$ cat config.mk
export PLATFORM = sky130hd
export DESIGN_NAME = tricolor_pixel_packer_core
export DESIGN_NICKNAME = d
export VERILOG_FILES = /design/src/hw/rtl/tpp_pkg.sv /design/src/hw/rtl/tpp_front.sv /design/src/hw/rtl/tpp_jobq.sv /design/src/hw/rtl/tpp_back.sv /design/src/hw/rtl/tricolor_pixel_packer_core.sv
export SDC_FILE = /design/constraint.sdc
export NUM_CORES = 1
export LEC_CHECK = 0
export ABC_AREA = 1
export BUFFER_PORTS_ARGS = -buffer_cell sky130_fd_sc_hd__buf_2
export CORE_MARGIN = 2
export CORE_UTILIZATION = 45
export CTS_BUF_LIST = sky130_fd_sc_hd__clkbuf_16
export DETAILED_ROUTE_END_ITERATION = 12
export HOLD_SLACK_MARGIN = 0.03
export PLACE_DENSITY_LB_ADDON = 0.1
export SKIP_LAST_GASP = 1
export SYNTH_ARGS = -nofsm -noshare
export SYNTH_HDL_FRONTEND = slang
export SYNTH_HIERARCHICAL = 1
export SYNTH_SLANG_ARGS = --single-unit
$ cat constraint.sdc
create_clock -name clk -period 9.4 [get_ports clk]
set_clock_uncertainty 0.15 [all_clocks]
set_input_delay 1.88 -clock clk [delete_from_list [all_inputs] [get_ports clk]]
set_output_delay 1.88 -clock clk [all_outputs]
set_load 0.02 [all_outputs]
$ cat src/hw/rtl/tpp_pkg.sv
// Shared types, constants and codes for the tricolor pixel packer.
// No dependencies; every other file in hw/rtl imports this package.
package tpp_pkg;

	// Limits and field widths
	localparam int MAX_ROW_PIXELS = 4096;
	localparam int CHAN_W         = 8;
	localparam int ROW_W          = 13;
	localparam int COL_W          = 12;
	localparam int PAD_W          = 2;
	localparam int IDX_W          = 2;

	// Row width ceiling, rounded down to a whole byte of pixels
	localparam logic [ROW_W-1:0] ROW_CAP  = ROW_W'(MAX_ROW_PIXELS - (MAX_ROW_PIXELS % 4));
	localparam logic [ROW_W-1:0] ROW_MIN  = ROW_W'(4);

	// Configuration register indexes
	localparam logic [IDX_W-1:0] REG_THRESHOLD  = 2'd0;
	localparam logic [IDX_W-1:0] REG_ROW_PIXELS = 2'd1;
	localparam logic [IDX_W-1:0] REG_PAD_BYTES  = 2'd2;

	// Register reset values
	localparam logic [CHAN_W-1:0] THRESHOLD_RST  = 8'h7F;
	localparam logic [ROW_W-1:0]  ROW_PIXELS_RST = 13'd1600;
	localparam logic [PAD_W-1:0]  PAD_BYTES_RST  = 2'd2;

	// Pixel codes
	localparam logic [1:0] CODE_OTHER = 2'h0;
	localparam logic [1:0] CODE_WHITE = 2'h1;
	localparam logic [1:0] CODE_RED   = 2'h2;
	localparam logic [1:0] CODE_BLACK = 2'h3;

	// Bytes on the panel link
	localparam logic [7:0] MEMORY_WRITE_CMD = 8'h2C;
	localparam logic [7:0] PAD_BYTE         = 8'h00;

	// Job queue between front and back (depth must be a power of two)
	localparam int JQ_DEPTH = 4;
	localparam int JQ_AW    = $clog2(JQ_DEPTH);

	typedef struct packed {
		logic [CHAN_W-1:0] threshold;
		logic [ROW_W-1:0]  row_pixels;
		logic [PAD_W-1:0]  pad_bytes;
	} cfg_t;

	// One accepted pixel's worth of output work
	typedef struct packed {
		logic             is_cmd;
		logic             has_data;
		logic [7:0]       data;
		logic [PAD_W-1:0] pad_n;
	} job_t;

endpackage

$ cat src/hw/rtl/tpp_front.sv
// Front end: classifies each pixel, packs codes into bytes, tracks row position.
// Depends on tpp_pkg; emits one job per pixel that causes output.
module tpp_front (
	input  logic                             clk,
	input  logic                             arst_n,
	input  logic                             accept,
	input  logic [tpp_pkg::CHAN_W-1:0]       blue,
	input  logic [tpp_pkg::CHAN_W-1:0]       green,
	input  logic [tpp_pkg::CHAN_W-1:0]       red,
	input  logic                             frame_start,
	input  tpp_pkg::cfg_t                    cfg,
	output logic                             job_valid,
	output tpp_pkg::job_t                    job
);
	import tpp_pkg::*;

	logic [5:0]       partial_q;
	logic [1:0]       slot_q;
	logic [COL_W-1:0] col_q;

	logic [5:0]       partial_eff;
	logic [1:0]       slot_eff;
	logic [COL_W-1:0] col_eff;
	logic [1:0]       code;
	logic [ROW_W-1:0] width_raw;
	logic [ROW_W-1:0] width;
	logic [ROW_W-1:0] col_inc;
	logic             complete;
	logic             row_end;
	logic [5:0]       partial_nxt;

	// frame start clears the packing state before this pixel lands
	assign partial_eff = frame_start ? 6'd0 : partial_q;
	assign slot_eff    = frame_start ? 2'd0 : slot_q;
	assign col_eff     = frame_start ? '0 : col_q;

	always_comb begin
		case ({blue > cfg.threshold, green > cfg.threshold, red > cfg.threshold})
			3'b111:  code = CODE_WHITE;
			3'b001:  code = CODE_RED;
			3'b000:  code = CODE_BLACK;
			default: code = CODE_OTHER;
		endcase
	end

	always_comb begin
		width_raw = {cfg.row_pixels[ROW_W-1:2], 2'b00};
		if (width_raw == '0) begin
			width = ROW_MIN;
		end else if (width_raw > ROW_CAP) begin
			width = ROW_CAP;
		end else begin
			width = width_raw;
		end
	end

	assign complete = (slot_eff == 2'd3);
	assign col_inc  = {1'b0, col_eff} + ROW_W'(1);
	assign row_end  = (col_inc >= width);

	always_comb begin
		partial_nxt = partial_eff;
		case (slot_eff)
			2'd0:    partial_nxt[1:0] = code;
			2'd1:    partial_nxt[3:2] = code;
			2'd2:    partial_nxt[5:4] = code;
			default: partial_nxt      = 6'd0;
		endcase
	end

	always_ff @(posedge clk or negedge arst_n) begin
		if (!arst_n) begin
			partial_q <= '0;
			slot_q    <= '0;
			col_q     <= '0;
		end else if (accept) begin
			partial_q <= partial_nxt;
			slot_q    <= slot_eff + 2'd1;
			if (complete && row_end) begin
				col_q <= '0;
			end else begin
				col_q <= col_inc[COL_W-1:0];
			end
		end
	end

	assign job_valid    = accept && (frame_start || complete);
	assign job.is_cmd   = frame_start;
	assign job.has_data = complete;
	assign job.data     = {code, partial_eff};
	assign job.pad_n    = (complete && row_end) ? cfg.pad_bytes : '0;

endmodule

$ cat src/hw/rtl/tpp_jobq.sv
// Short job queue parting the front and back ends.
// Depends on tpp_pkg for the job type and depth.
module tpp_jobq (
	input  logic          clk,
	input  logic          arst_n,
	input  logic          wr_en,
	input  tpp_pkg::job_t wr_job,
	input  logic          rd_en,
	output logic          full,
	output logic          head_valid,
	output tpp_pkg::job_t head_job
);
	import tpp_pkg::*;

	job_t             mem_q [JQ_DEPTH];
	logic [JQ_AW-1:0] wr_ptr_q;
	logic [JQ_AW-1:0] rd_ptr_q;
	logic [JQ_AW:0]   count_q;

	assign full       = (count_q == (JQ_AW+1)'(JQ_DEPTH));
	assign head_valid = (count_q != '0);
	assign head_job   = mem_q[rd_ptr_q];

	always_ff @(posedge clk) begin
		if (wr_en) begin
			mem_q[wr_ptr_q] <= wr_job;
		end
	end

	always_ff @(posedge clk or negedge arst_n) begin
		if (!arst_n) begin
			wr_ptr_q <= '0;
			rd_ptr_q <= '0;
			count_q  <= '0;
		end else begin
			if (wr_en) begin
				wr_ptr_q <= wr_ptr_q + 1'b1;
			end
			if (rd_en) begin
				rd_ptr_q <= rd_ptr_q + 1'b1;
			end
			case ({wr_en, rd_en})
				2'b10:   count_q <= count_q + 1'b1;
				2'b01:   count_q <= count_q - 1'b1;
				default: count_q <= count_q;
			endcase
		end
	end

endmodule

$ cat src/hw/rtl/tpp_back.sv
// Back end: expands each job into command, data and pad bytes, one per cycle
// while bytes are popped, into a registered output stage. Depends on tpp_pkg.
module tpp_back (
	input  logic          clk,
	input  logic          arst_n,
	input  logic          head_valid,
	input  tpp_pkg::job_t head_job,
	output logic          job_done,
	input  logic          pop,
	output logic          empty,
	output logic [7:0]    out_byte,
	output logic          is_command,
	output logic          last
);
	import tpp_pkg::*;

	logic [2:0] step_q;
	logic       out_valid_q;
	logic [7:0] byte_q;
	logic       cmd_q;
	logic       last_q;

	logic [2:0] total;
	logic [2:0] data_step;
	logic [7:0] nxt_byte;
	logic       nxt_cmd;
	logic       nxt_last;
	logic       load;

	assign total     = {2'b00, head_job.is_cmd} + {2'b00, head_job.has_data}
	                 + {1'b0, head_job.pad_n};
	assign data_step = {2'b00, head_job.is_cmd};

	always_comb begin
		if (head_job.is_cmd && step_q == 3'd0) begin
			nxt_byte = MEMORY_WRITE_CMD;
			nxt_cmd  = 1'b1;
		end else if (head_job.has_data && step_q == data_step) begin
			nxt_byte = head_job.data;
			nxt_cmd  = 1'b0;
		end else begin
			nxt_byte = PAD_BYTE;
			nxt_cmd  = 1'b0;
		end
	end

	assign nxt_last = (step_q == total - 3'd1);
	assign load     = head_valid && (!out_valid_q || pop);
	assign job_done = load && nxt_last;

	always_ff @(posedge clk or negedge arst_n) begin
		if (!arst_n) begin
			step_q      <= '0;
			out_valid_q <= 1'b0;
		end else begin
			if (load) begin
				step_q <= nxt_last ? 3'd0 : step_q + 3'd1;
			end
			if (load) begin
				out_valid_q <= 1'b1;
			end else if (pop) begin
				out_valid_q <= 1'b0;
			end
		end
	end

	always_ff @(posedge clk) begin
		if (load) begin
			byte_q <= nxt_byte;
			cmd_q  <= nxt_cmd;
			last_q <= nxt_last;
		end
	end

	assign empty      = !out_valid_q;
	assign out_byte   = byte_q;
	assign is_command = cmd_q;
	assign last       = last_q;

endmodule

$ cat src/hw/rtl/tricolor_pixel_packer_core.sv
// Top level of the tricolor pixel packer: config registers, front, job queue, back.
// Depends on tpp_pkg, tpp_front, tpp_jobq and tpp_back.
//
// Channel   Direction  Handshake            Payload
// pixel     in         push / full          blue, green, red, frame_start
// bytes     out        empty / pop          out_byte, is_command, last
// config    in         cfg_valid/cfg_ready  cfg_index, cfg_data
//
// One pixel accepted per clock while the four-entry job queue has room.
// Each byte request leaves the back end at one per clock, while popped, from a
// registered output stage; a pixel that ends a row adds up to three pad bytes,
// so sustained pixel rate holds at one per clock unless pads outrun the queue.
// full rises only when the job queue holds four pending jobs.
// Reset is asynchronous, active low; it restores register defaults and
// clears packing state, queue and output stage. Config is always ready.
module tricolor_pixel_packer_core (
	input  logic                          clk,
	input  logic                          arst_n,
	// pixel input
	input  logic                          push,
	output logic                          full,
	input  logic [tpp_pkg::CHAN_W-1:0]    blue,
	input  logic [tpp_pkg::CHAN_W-1:0]    green,
	input  logic [tpp_pkg::CHAN_W-1:0]    red,
	input  logic                          frame_start,
	// byte output
	output logic                          empty,
	input  logic                          pop,
	output logic [7:0]                    out_byte,
	output logic                          is_command,
	output logic                          last,
	// config write
	input  logic                          cfg_valid,
	output logic                          cfg_ready,
	input  logic [tpp_pkg::IDX_W-1:0]     cfg_index,
	input  logic [tpp_pkg::ROW_W-1:0]     cfg_data
);
	import tpp_pkg::*;

	cfg_t cfg_q;
	logic accept;
	logic job_valid;
	job_t job;
	logic head_valid;
	job_t head_job;
	logic job_done;

	// Config registers; writes beyond the register list are dropped
	assign cfg_ready = 1'b1;

	always_ff @(posedge clk or negedge arst_n) begin
		if (!arst_n) begin
			cfg_q.threshold  <= THRESHOLD_RST;
			cfg_q.row_pixels <= ROW_PIXELS_RST;
			cfg_q.pad_bytes  <= PAD_BYTES_RST;
		end else if (cfg_valid && cfg_ready) begin
			case (cfg_index)
				REG_THRESHOLD:  cfg_q.threshold  <= cfg_data[CHAN_W-1:0];
				REG_ROW_PIXELS: cfg_q.row_pixels <= cfg_data;
				REG_PAD_BYTES:  cfg_q.pad_bytes  <= cfg_data[PAD_W-1:0];
				default:        cfg_q            <= cfg_q;
			endcase
		end
	end

	// A pixel request is taken whenever the queue can hold its job
	assign accept = push && !full;

	tpp_front u_front (
		.clk         (clk),
		.arst_n      (arst_n),
		.accept      (accept),
		.blue        (blue),
		.green       (green),
		.red         (red),
		.frame_start (frame_start),
		.cfg         (cfg_q),
		.job_valid   (job_valid),
		.job         (job)
	);

	tpp_jobq u_jobq (
		.clk        (clk),
		.arst_n     (arst_n),
		.wr_en      (job_valid),
		.wr_job     (job),
		.rd_en      (job_done),
		.full       (full),
		.head_valid (head_valid),
		.head_job   (head_job)
	);

	tpp_back u_back (
		.clk        (clk),
		.arst_n     (arst_n),
		.head_valid (head_valid),
		.head_job   (head_job),
		.job_done   (job_done),
		.pop        (pop),
		.empty      (empty),
		.out_byte   (out_byte),
		.is_command (is_command),
		.last       (last)
	);

	// A command request always carries the memory-write opcode
	a_cmd_byte: assert property (@(posedge clk) disable iff (!arst_n)
		(!empty && is_command) |-> (out_byte == MEMORY_WRITE_CMD))
		else $error("command byte is not the memory-write opcode");

	// Taking a non-final byte of a job leaves the next one ready in the following cycle
	a_job_cont: assert property (@(posedge clk) disable iff (!arst_n)
		(pop && !empty && !last) |=> !empty)
		else $error("gap inside the bytes of one pixel");

	// The queue only reports full while it has jobs waiting for the back end
	a_full_head: assert property (@(posedge clk) disable iff (!arst_n)
		full |-> head_valid)
		else $error("queue full with no head job");

endmodule
# Word-level counts from Yosys, hierarchy flattened
# Memory sizes are Yosys's and may differ from the RTL's.
# Index checks and enable logic that the tools add are counted.
# totals
out_inout_bits	13
mem_bits_rw	48
mem_count	1
inputBits	45
wordCells	89
register_bits	64
# mem_list
name	words	word_bits	read_ports	rd_ports_with_merged_regs	write_ports	line_no	text
u_jobq.mem_q	4	12	1	0	1	tpp_jobq.sv:15	job_t mem_q [JQ_DEPTH];
# op_classes
reduce_logical	26
add_sub_neg	10
magnitude_cmp	5
n_eq_ne	12
mux	19
bitwise	1
# ops
op	count
two-way mux 13 bit	2
greater-than comparator 8 bit	3
two-way mux 12 bit	2
adder 12 x 1 -> 13 bit, second input constant	1
>= comparator 13 bit	1
greater-than comparator 13 bit, second input constant	1
two-way mux 6 bit	2
one-hot mux 2 bit (2 select lines)	3
logical NOT 11 bit	1
equality test 2 bit, second input constant	4
OR reduction 2 bit	4
logical AND 1 bit	7
adder 2 x 1 -> 2 bit, second input constant	3
adder 3 x 1 -> 3 bit, second input constant	2
equality test 2 x 1 -> 1 bit, second input constant	3
equality test 3 bit, second input constant	2
logical NOT 3 bit	2
one-hot mux 2 bit (3 select lines)	1
one-hot mux 3 bit (2 select lines)	1
AND reduction 2 bit	3
subtractor 3 x 1 -> 3 bit, second input constant	2
two-way mux 1 bit	5
logical NOT 2 bit	2
two-way mux 2 bit	2
11 further kinds	14

# Logic depth before layout (Yosys ltp)
# Gate-level depths: netlist (run 1).
# An unclocked memory read counts as a cell.
# depth
word_depth	8
mapped_depth	25
ltp_nobuf	24

# Modules after synthesis
# The synthesis (run 1) kept the hierarchy.
# by_module_without_submodules
module	seq_area_each_um2	area_per_inst_um2	instances	cells_each
tpp_front	500.5	2383.5	1	357
tpp_jobq	1616.6	2352.3	1	189
tricolor_pixel_packer_core	589.3	996.0	1	109
tpp_back	400.4	777.0	1	91

# Worst setup path after synthesis (run 1)
# No wires, ideal clock.
# synth_path
kind	input to register
startpoint	input frame_start
endpoint	memory u_jobq/mem_q[0][0] (netlist name) (data pin)
stages	19
arrival_time_ns	4.271
setup_time_ns	0.259
required_time_ns	8.991
n_path_buf	3
path_slack_ns	4.719
path_cell_list	buf_6 buf_2 nor2_1 ha_1 nand3_2 nor2_2 nand4_2 nor3_2 nand3_1 nand2_1 inv_1 ha_1 a21oi_1 nor2_1 a211oi_1 nand4_1 nand2_1 buf_4 nor2_1
# synth_rtl
item	line_no	text
from (decl)	tricolor_pixel_packer_core.sv:25	input logic frame_start,
to (decl)	tpp_jobq.sv:15	

# Final worst setup path (run 1)
# layout_path
startpoint	input push
endpoint	register u_jobq.count_q[1]
# layout_between
elab_chain_len	4
word_cells_on_any_way	6
classes_between	2 x eq/ne; 1 x mux; 3 x reduce/logical
# layout_rtl
item	line_no	text
from (decl)	tricolor_pixel_packer_core.sv:20	input logic push,
logical AND 1 bit *	tricolor_pixel_packer_core.sv:67	assign accept = push && !full;
net accept	tricolor_pixel_packer_core.sv:41	logic accept;
logical AND 1 bit *	tpp_front.sv:87	assign job_valid = accept && (frame_start || complete);
net job_valid	tricolor_pixel_packer_core.sv:42	logic job_valid;
equality test 2 x 1 -> 1 bit or equality test 2 bit (tied branches)	tpp_jobq.sv:42	case ({wr_en, rd_en})
one-hot mux 3 bit (2 select lines) or nonzero test 2 bit (tied branches)	--	
to (signal assigned)	tpp_jobq.sv:43	2'b10: count_q <= count_q + 1'b1;
to (signal assigned)	tpp_jobq.sv:44	2'b01: count_q <= count_q - 1'b1;
to (signal assigned)	tpp_jobq.sv:45	default: count_q <= count_q;
to (decl)	tpp_jobq.sv:18	logic [JQ_AW:0] count_q;
# The timed path passes the listed nets; every way through them passes the cells marked *.
# A chain may end at the register's enable or synchronous reset.

==> results of run 1 <==
sequential cells by signal, indices dropped and copies added, names as in the netlist, 2 cells and up:
signal and count:
cfg_q 21, u_back/out_byte 8, u_back/step_q 3, u_front/col_q 12, u_front/partial_q 6, u_front/slot_q 2, u_jobq/count_q 3, u_jobq/mem_q 48
u_jobq/rd_ptr_q 2, u_jobq/wr_ptr_q 2
power groups by stage:
| stage | logic (W) | registers (W) | clock network [W] |
|---|---|---|---|
| global route | 0.000788 | 0.000712 | 0.000432 |
| detailed placement | 0.000688 | 0.000708 | 0 |
| finish | 0.000679 | 0.000696 | 0.000398 |
| floorplan | 0.000529 | 0.000715 | 0 |
| global placement | 0.000661 | 0.000705 | 0 |
| CTS | 0.000689 | 0.000698 | 0.000411 |
worst max path at each step:
| stage | start | end | slack (ns) |
|---|---|---|---|
| after floorplan | frame_start | u_jobq/mem_q[0][0]$_DFFE_PP_ | 4.72 |
| after global placement | push | u_jobq/count_q[1]$_DFFE_PN0P_ | 4.19 |
| after detailed placement | push | u_jobq/count_q[1]$_DFFE_PN0P_ | 4.06 |
| after CTS | push | u_jobq/count_q[1]$_DFFE_PN0P_ | 4.47 |
| after global routing | push | u_jobq/count_q[1]$_DFFE_PN0P_ | 4.09 |
| final | push | u_jobq/count_q[1]$_DFFE_PN0P_ | 4.50 |
layout make-up:
type | count | area [sq um]
fillers | 1314 | 6850
repair buffers | 58 | 295
inverters | 125 | 474
clock buffers | 9 | 225
well taps | 180 | 225
multi-input cells | 478 | 2720
flip-flops and latches | 110 | 3060
clock inverters | 7 | 88.8
stage by stage:
step / worst slack (ns) / area (sq um) / instances / utilization / power, W
floorplan: 4.72 / 6430 / 738 / - / 0.00124
global placement: 4.19 / 6770 / 951 / 0.486 / 0.00137
detailed placement: 4.06 / 6770 / 951 / 0.486 / 0.00140
CTS: 4.47 / 7080 / 967 / 0.508 / 0.00180
global route: 4.09 / 7080 / 967 / 0.508 / 0.00193
finish: 4.50 / 7080 / 967 / 0.508 / 0.00177
worst max-delay path, cell delays in order:
cell and delay (ns):
buf_2 0.08, inv_1 0.03, nor2_1 0.57, clkinv_1 0.81, nor2_1 0.64, inv_1 0.10
ha_1 0.24, inv_1 0.09, fa_1 0.40, o21ai_0 0.17
layer usage:
metal  wire length, um  vias up  share of wire
met5                 0        -              0
met4               147        0          0.012
met3               402       14          0.032
met2              6270       77           0.49
met1              5880     2216           0.46
li1                  -     2443              -
==> results.md, run 1 <==
* Deepest clock path buffer count at 2
* Initial DRT Pass Iterations at 5
* Critical R2R Capture: u_jobq/count_q[2]$_DFFE_PN0P_
* Post-Syn Nets at 834
* Die Y at 124 um
* Switching share of power at 0.391
* HP Class: reg2reg
* Fin Setup TNS at 0 ns
* Overall routed net length at 12700 um
* Total setup buffers inserted after CTS at 0
* H-tree levels at 3
* Crit path DAT at 5.03 ns
* CP Capture Type: flop
* CTS tree: done
* Critical Path Source Type: input pin
* Routed length per instance at 13.1 um
* Fin. max-slew vios at 0
* Final Net Count at 878
* First-pass GRT wire length at 21800 um
* Core area at 13900 sq um
* Hold endpoint: cfg_q[16]$_DFFE_PN1P_
* Int Power at 0.00108 W
* Largest vdd supply drop at 0.132 mV
* CP Class: in2reg
* R2r startpoint: u_jobq/rd_ptr_q[1]$_DFFE_PN0P_
* CP max FO at 25
* Die Footprint at 15300 sq um
* Met1 usage in global routing at 0.234
* I/O pins at 58
* Antenna violations before repair at 0
* Hold depth at 2
* Total grt overflow at 0
* Static Leak at 3.58 nW
* 1st-iter DRT viols at 218
* Number of max-cap violations at 0
* ANT cells at 0
* Clock Sinks at 110
* Internal reg-to-reg setup slack at 5.38 ns
* Vias post-DR at 4750
* Minimum clock period at 4.90 ns
* Number of synthesis warnings at 6
* Post-Syn Instances at 738
* Most frequent cells in the layout: nand2_1, inv_1, edfxtp_1
* GRT Total Usage at 0.184
* Hold Buf Count CTS at 0
* Hold_ws at 0.318 ns
* Slew margin rel. at 0.493
* Share of cells above drive strength 1 at 0.147
* Gate power share at 0.383
* Period utilization at 0.521
* Psw at 0.000694 W
* Met3 Use GR at 0.0383
* DRC viols at 0
* Unrepaired setup endpoints after global routing: false
* IO buf count at 56
* Fmax at 204 MHz
* Vias in the first global route at 4626
* Gr busiest metal: met2
* Root Driver: clkbuf_16
* Area Growth Syn to Fin at 10.1%
* Largest net degree at the start of global routing at 53
* Row count at 43
* Syn_area_per_cell at 8.71 sq um
* Final setup fails at 0
* Worst EP required at 9.53 ns
* Worst r2r path cells at 21
* Final antenna-violating net count at 0
* Routability cong. at 0.824
* DR vias/cell at 4.91
* Total CTS buffers at 9
* Most common cell after layout, fill and taps aside: nand2_1
* Hold Vio Cnt, Final at 0
* Met2 usage at 0.316
* Worst-Skew Late Latency at 0.35 ns
* Outcome: finished clean
* Min-delay src: cfg_q[16]$_DFFE_PN1P_
* Cts repair resizes at 0
* Clock share of power at 0.224
* Starting Density at 0.462
* PwrDens at 250 nW/um^2
* Slew at the pin with the worst max-slew slack at 0.758 ns
* Cell Area, Synth at 6430 sq um
* Worst-path clk slew at 0.08 ns
* Chip width at 124 um
* Sequential power share at 0.393
* Detail Placement HPWL at 9420 um
No activity file was read; power rests on OpenSTA's default activity.
==> run 2, diff against run 1 <==
Clock period 9.4 ns to 4.8 ns, I/O delays scaled along.
==> results.md, run 2 (synthesis gave the netlist of run 1 again) <==
* Gate power share at 0.384 (was 0.383)
* Total CTS buffers at 9 (unchanged)
* Hold Buf Count CTS at 0 (unchanged)
* Hold Vio Cnt, Final at 0 (unchanged)
* 1st-iter DRT viols at 246 (was 218)
* CP Capture Type: flop (unchanged)
* DRC viols at 0 (unchanged)
* Largest register FFs at 48 (unchanged)
* I/O pins at 58 (unchanged)
* R2r startpoint: u_jobq/rd_ptr_q[0]$_DFFE_PN0P_ (was u_jobq/rd_ptr_q[1]$_DFFE_PN0P_)
* Initial DRT Pass Iterations at 4 (was 5)
* Tot Pwr at 0.00349 W (was 0.00177 W)
* Worst-Skew Late Latency at 0.36 ns (was 0.35 ns)
* Routability cong. at 0.876 (was 0.824)
* Psw at 0.00136 W (was 0.000694 W)
* Top flop regs: u_jobq/mem_q: 48 flops, cfg_q: 21 flops, u_front/col_q: 12 flops (unchanged)
* Antenna violations before repair at 0 (unchanged)
* Dpl ws at 0.933 ns (was 4.06 ns)
* Min-delay src: cfg_q[17]$_DFFE_PN1P_ (was cfg_q[16]$_DFFE_PN1P_)
* Largest Register: u_jobq/mem_q (unchanged)
* Unrepaired setup endpoints after global routing: false (unchanged)
* HP Class: reg2reg (unchanged)
* Clock share of power at 0.223 (was 0.224)
* Fin Setup TNS at 0 ns (unchanged)
* DR vias/cell at 4.91 (about the same)
* Most frequent cells in the layout: nand2_1, inv_1, edfxtp_1 (unchanged)
* Layout Utilization at 0.512 (was 0.508)
* Vias post-DR at 4782 (was 4750)
* ANT cells at 0 (unchanged)
* Total setup buffers inserted after CTS at 0 (unchanged)
* Worst EP required at 4.90 ns (was 9.53 ns)
* Most common cell after layout, fill and taps aside: nand2_1 (unchanged)
* Switching share of power at 0.390 (was 0.391)
* PwrDens at 490 nW/um^2 (was 250 nW/um^2)
* Deepest clock path buffer count at 2 (unchanged)
* Slew at the pin with the worst max-slew slack at 0.559 ns (was 0.758 ns)
* Largest vdd supply drop at 0.251 mV (was 0.132 mV)
* Critical Path Source: u_jobq/rd_ptr_q[0]$_DFFE_PN0P_ (was push)
* Period utilization at 0.780
* Cts repair resizes at 0 (unchanged)
* Worst-path clk slew at 0.08 ns (about the same)
* Largest net degree at the start of global routing at 35 (was 53)
* Static Leak at 3.61 nW (was 3.58 nW)
* CP Class: reg2reg (was in2reg)
* Core area at 13900 sq um (unchanged)
* Detail Placement HPWL at 9820 um (was 9420 um)
* Vias in the first global route at 4733 (was 4626)
* Final Net Count at 884 (was 878)
* Sequential power share at 0.393 (about the same)
* Die Footprint at 15300 sq um (unchanged)
* Share of cells above drive strength 1 at 0.155 (was 0.147)
* Chip width at 124 um (unchanged)
* Die Y at 124 um (unchanged)
* GRT Total Usage at 0.187 (was 0.184)
* Outcome: finished clean (unchanged)
* CP max FO at 20 (was 25)
* Int Power at 0.00213 W (was 0.00108 W)
* Final WS setup at 1.06 ns (was 4.50 ns)
* Number of max-cap violations at 0 (unchanged)
* Fin. max-slew vios at 0 (unchanged)
* Critical Path Source Type: flop (was input pin)
* Minimum clock period at 3.74 ns
* IO buf count at 56 (unchanged)
* Area Growth Syn to Fin at 10.9% (was 10.1%)
* Total grt overflow at 0 (unchanged)
* Clock Sinks at 110 (unchanged)
* Fmax at 267 MHz
* Row count at 43 (unchanged)
* H-tree levels at 3 (unchanged)
* First-pass GRT wire length at 22100 um (was 21800 um)
* Crit path DAT at 3.84 ns (was 5.03 ns)
* Slew margin rel. at 0.627 (was 0.493)
* Routed length per instance at 13.2 um (was 13.1 um)
* Overall routed net length at 12800 um (was 12700 um)
* Hold_ws at 0.315 ns (was 0.318 ns)
* Final antenna-violating net count at 0 (unchanged)
* Final setup fails at 0 (unchanged)
* Starting Density at 0.462 (unchanged)
* Root Driver: clkbuf_16 (unchanged)
* CTS tree: done (unchanged)
[run 2: path summary, 6_finish.rpt]
path / to / slack [ns] / depth (start not counted)
setup / recovery: u_jobq/count_q[2]$_DFFE_PN0P_ / 1.06 / 20
hold / removal: cfg_q[17]$_DFFE_PN1P_ / 0.31 / 2
setup reg to reg: u_jobq/count_q[2]$_DFFE_PN0P_ / 1.06 / 20
hold reg to reg: cfg_q[17]$_DFFE_PN1P_ / 0.31 / 2
max in group asynchronous: cfg_q[19]$_DFFE_PN1P_ / 3.27 / 2
min in group asynchronous: u_front/col_q[11]$_DFFE_PN0P_ / 0.39 / 1
[run 2: worst max-delay path, stage by stage (launching register included)]
cell	delay, ns
dfrtp_1	0.69
o211ai_1	0.17
nand2_1	0.14
inv_1	0.08
ha_1	0.28
inv_1	0.04
ha_1	0.18
fa_1	0.50
inv_1	0.04
nand2_1	0.04
nand2_1	0.07
nor2_2	0.10
nand3_1	0.10
inv_1	0.13
ha_1	0.18
inv_1	0.07
fa_1	0.38
nand2_1	0.11
nand3_1	0.07
nand2_1	0.06
nand2_1	0.05
[run 2: cell type report]
type,instances,area [sq um]
fill,1308,6810
sequential,110,3060
multi-input combinational,478,2720
inverter,125,474
timing repair buffer,64,340
clock buffer,9,225
tap,180,225
clock inverter,7,91.3
[run 2: power groups by stage]
stage | Combinational (W) | Sequential, W | Clock, W
after global placement | 0.00130 | 0.00139 | 0
after floorplan | 0.00104 | 0.00140 | 0
after CTS | 0.00136 | 0.00138 | 0.000805
after global routing | 0.00156 | 0.00140 | 0.000844
final | 0.00134 | 0.00137 | 0.000779
after detailed placement | 0.00136 | 0.00139 | 0
[run 2: through the flow]
step	instance area [sq um]	instances
after global routing	7130	973
after CTS	7130	973
after floorplan	6430	738
final	7130	973
after global placement	6810	957
after detailed placement	6810	957
[run 2: routing by layer]
layer  track usage  up-vias  share of wire
met5             0        -              0
li1              -     2454              -
met2         0.314       84           0.49
met1         0.239     2229           0.45
met4        0.0625        0          0.020
met3        0.0443       15          0.040
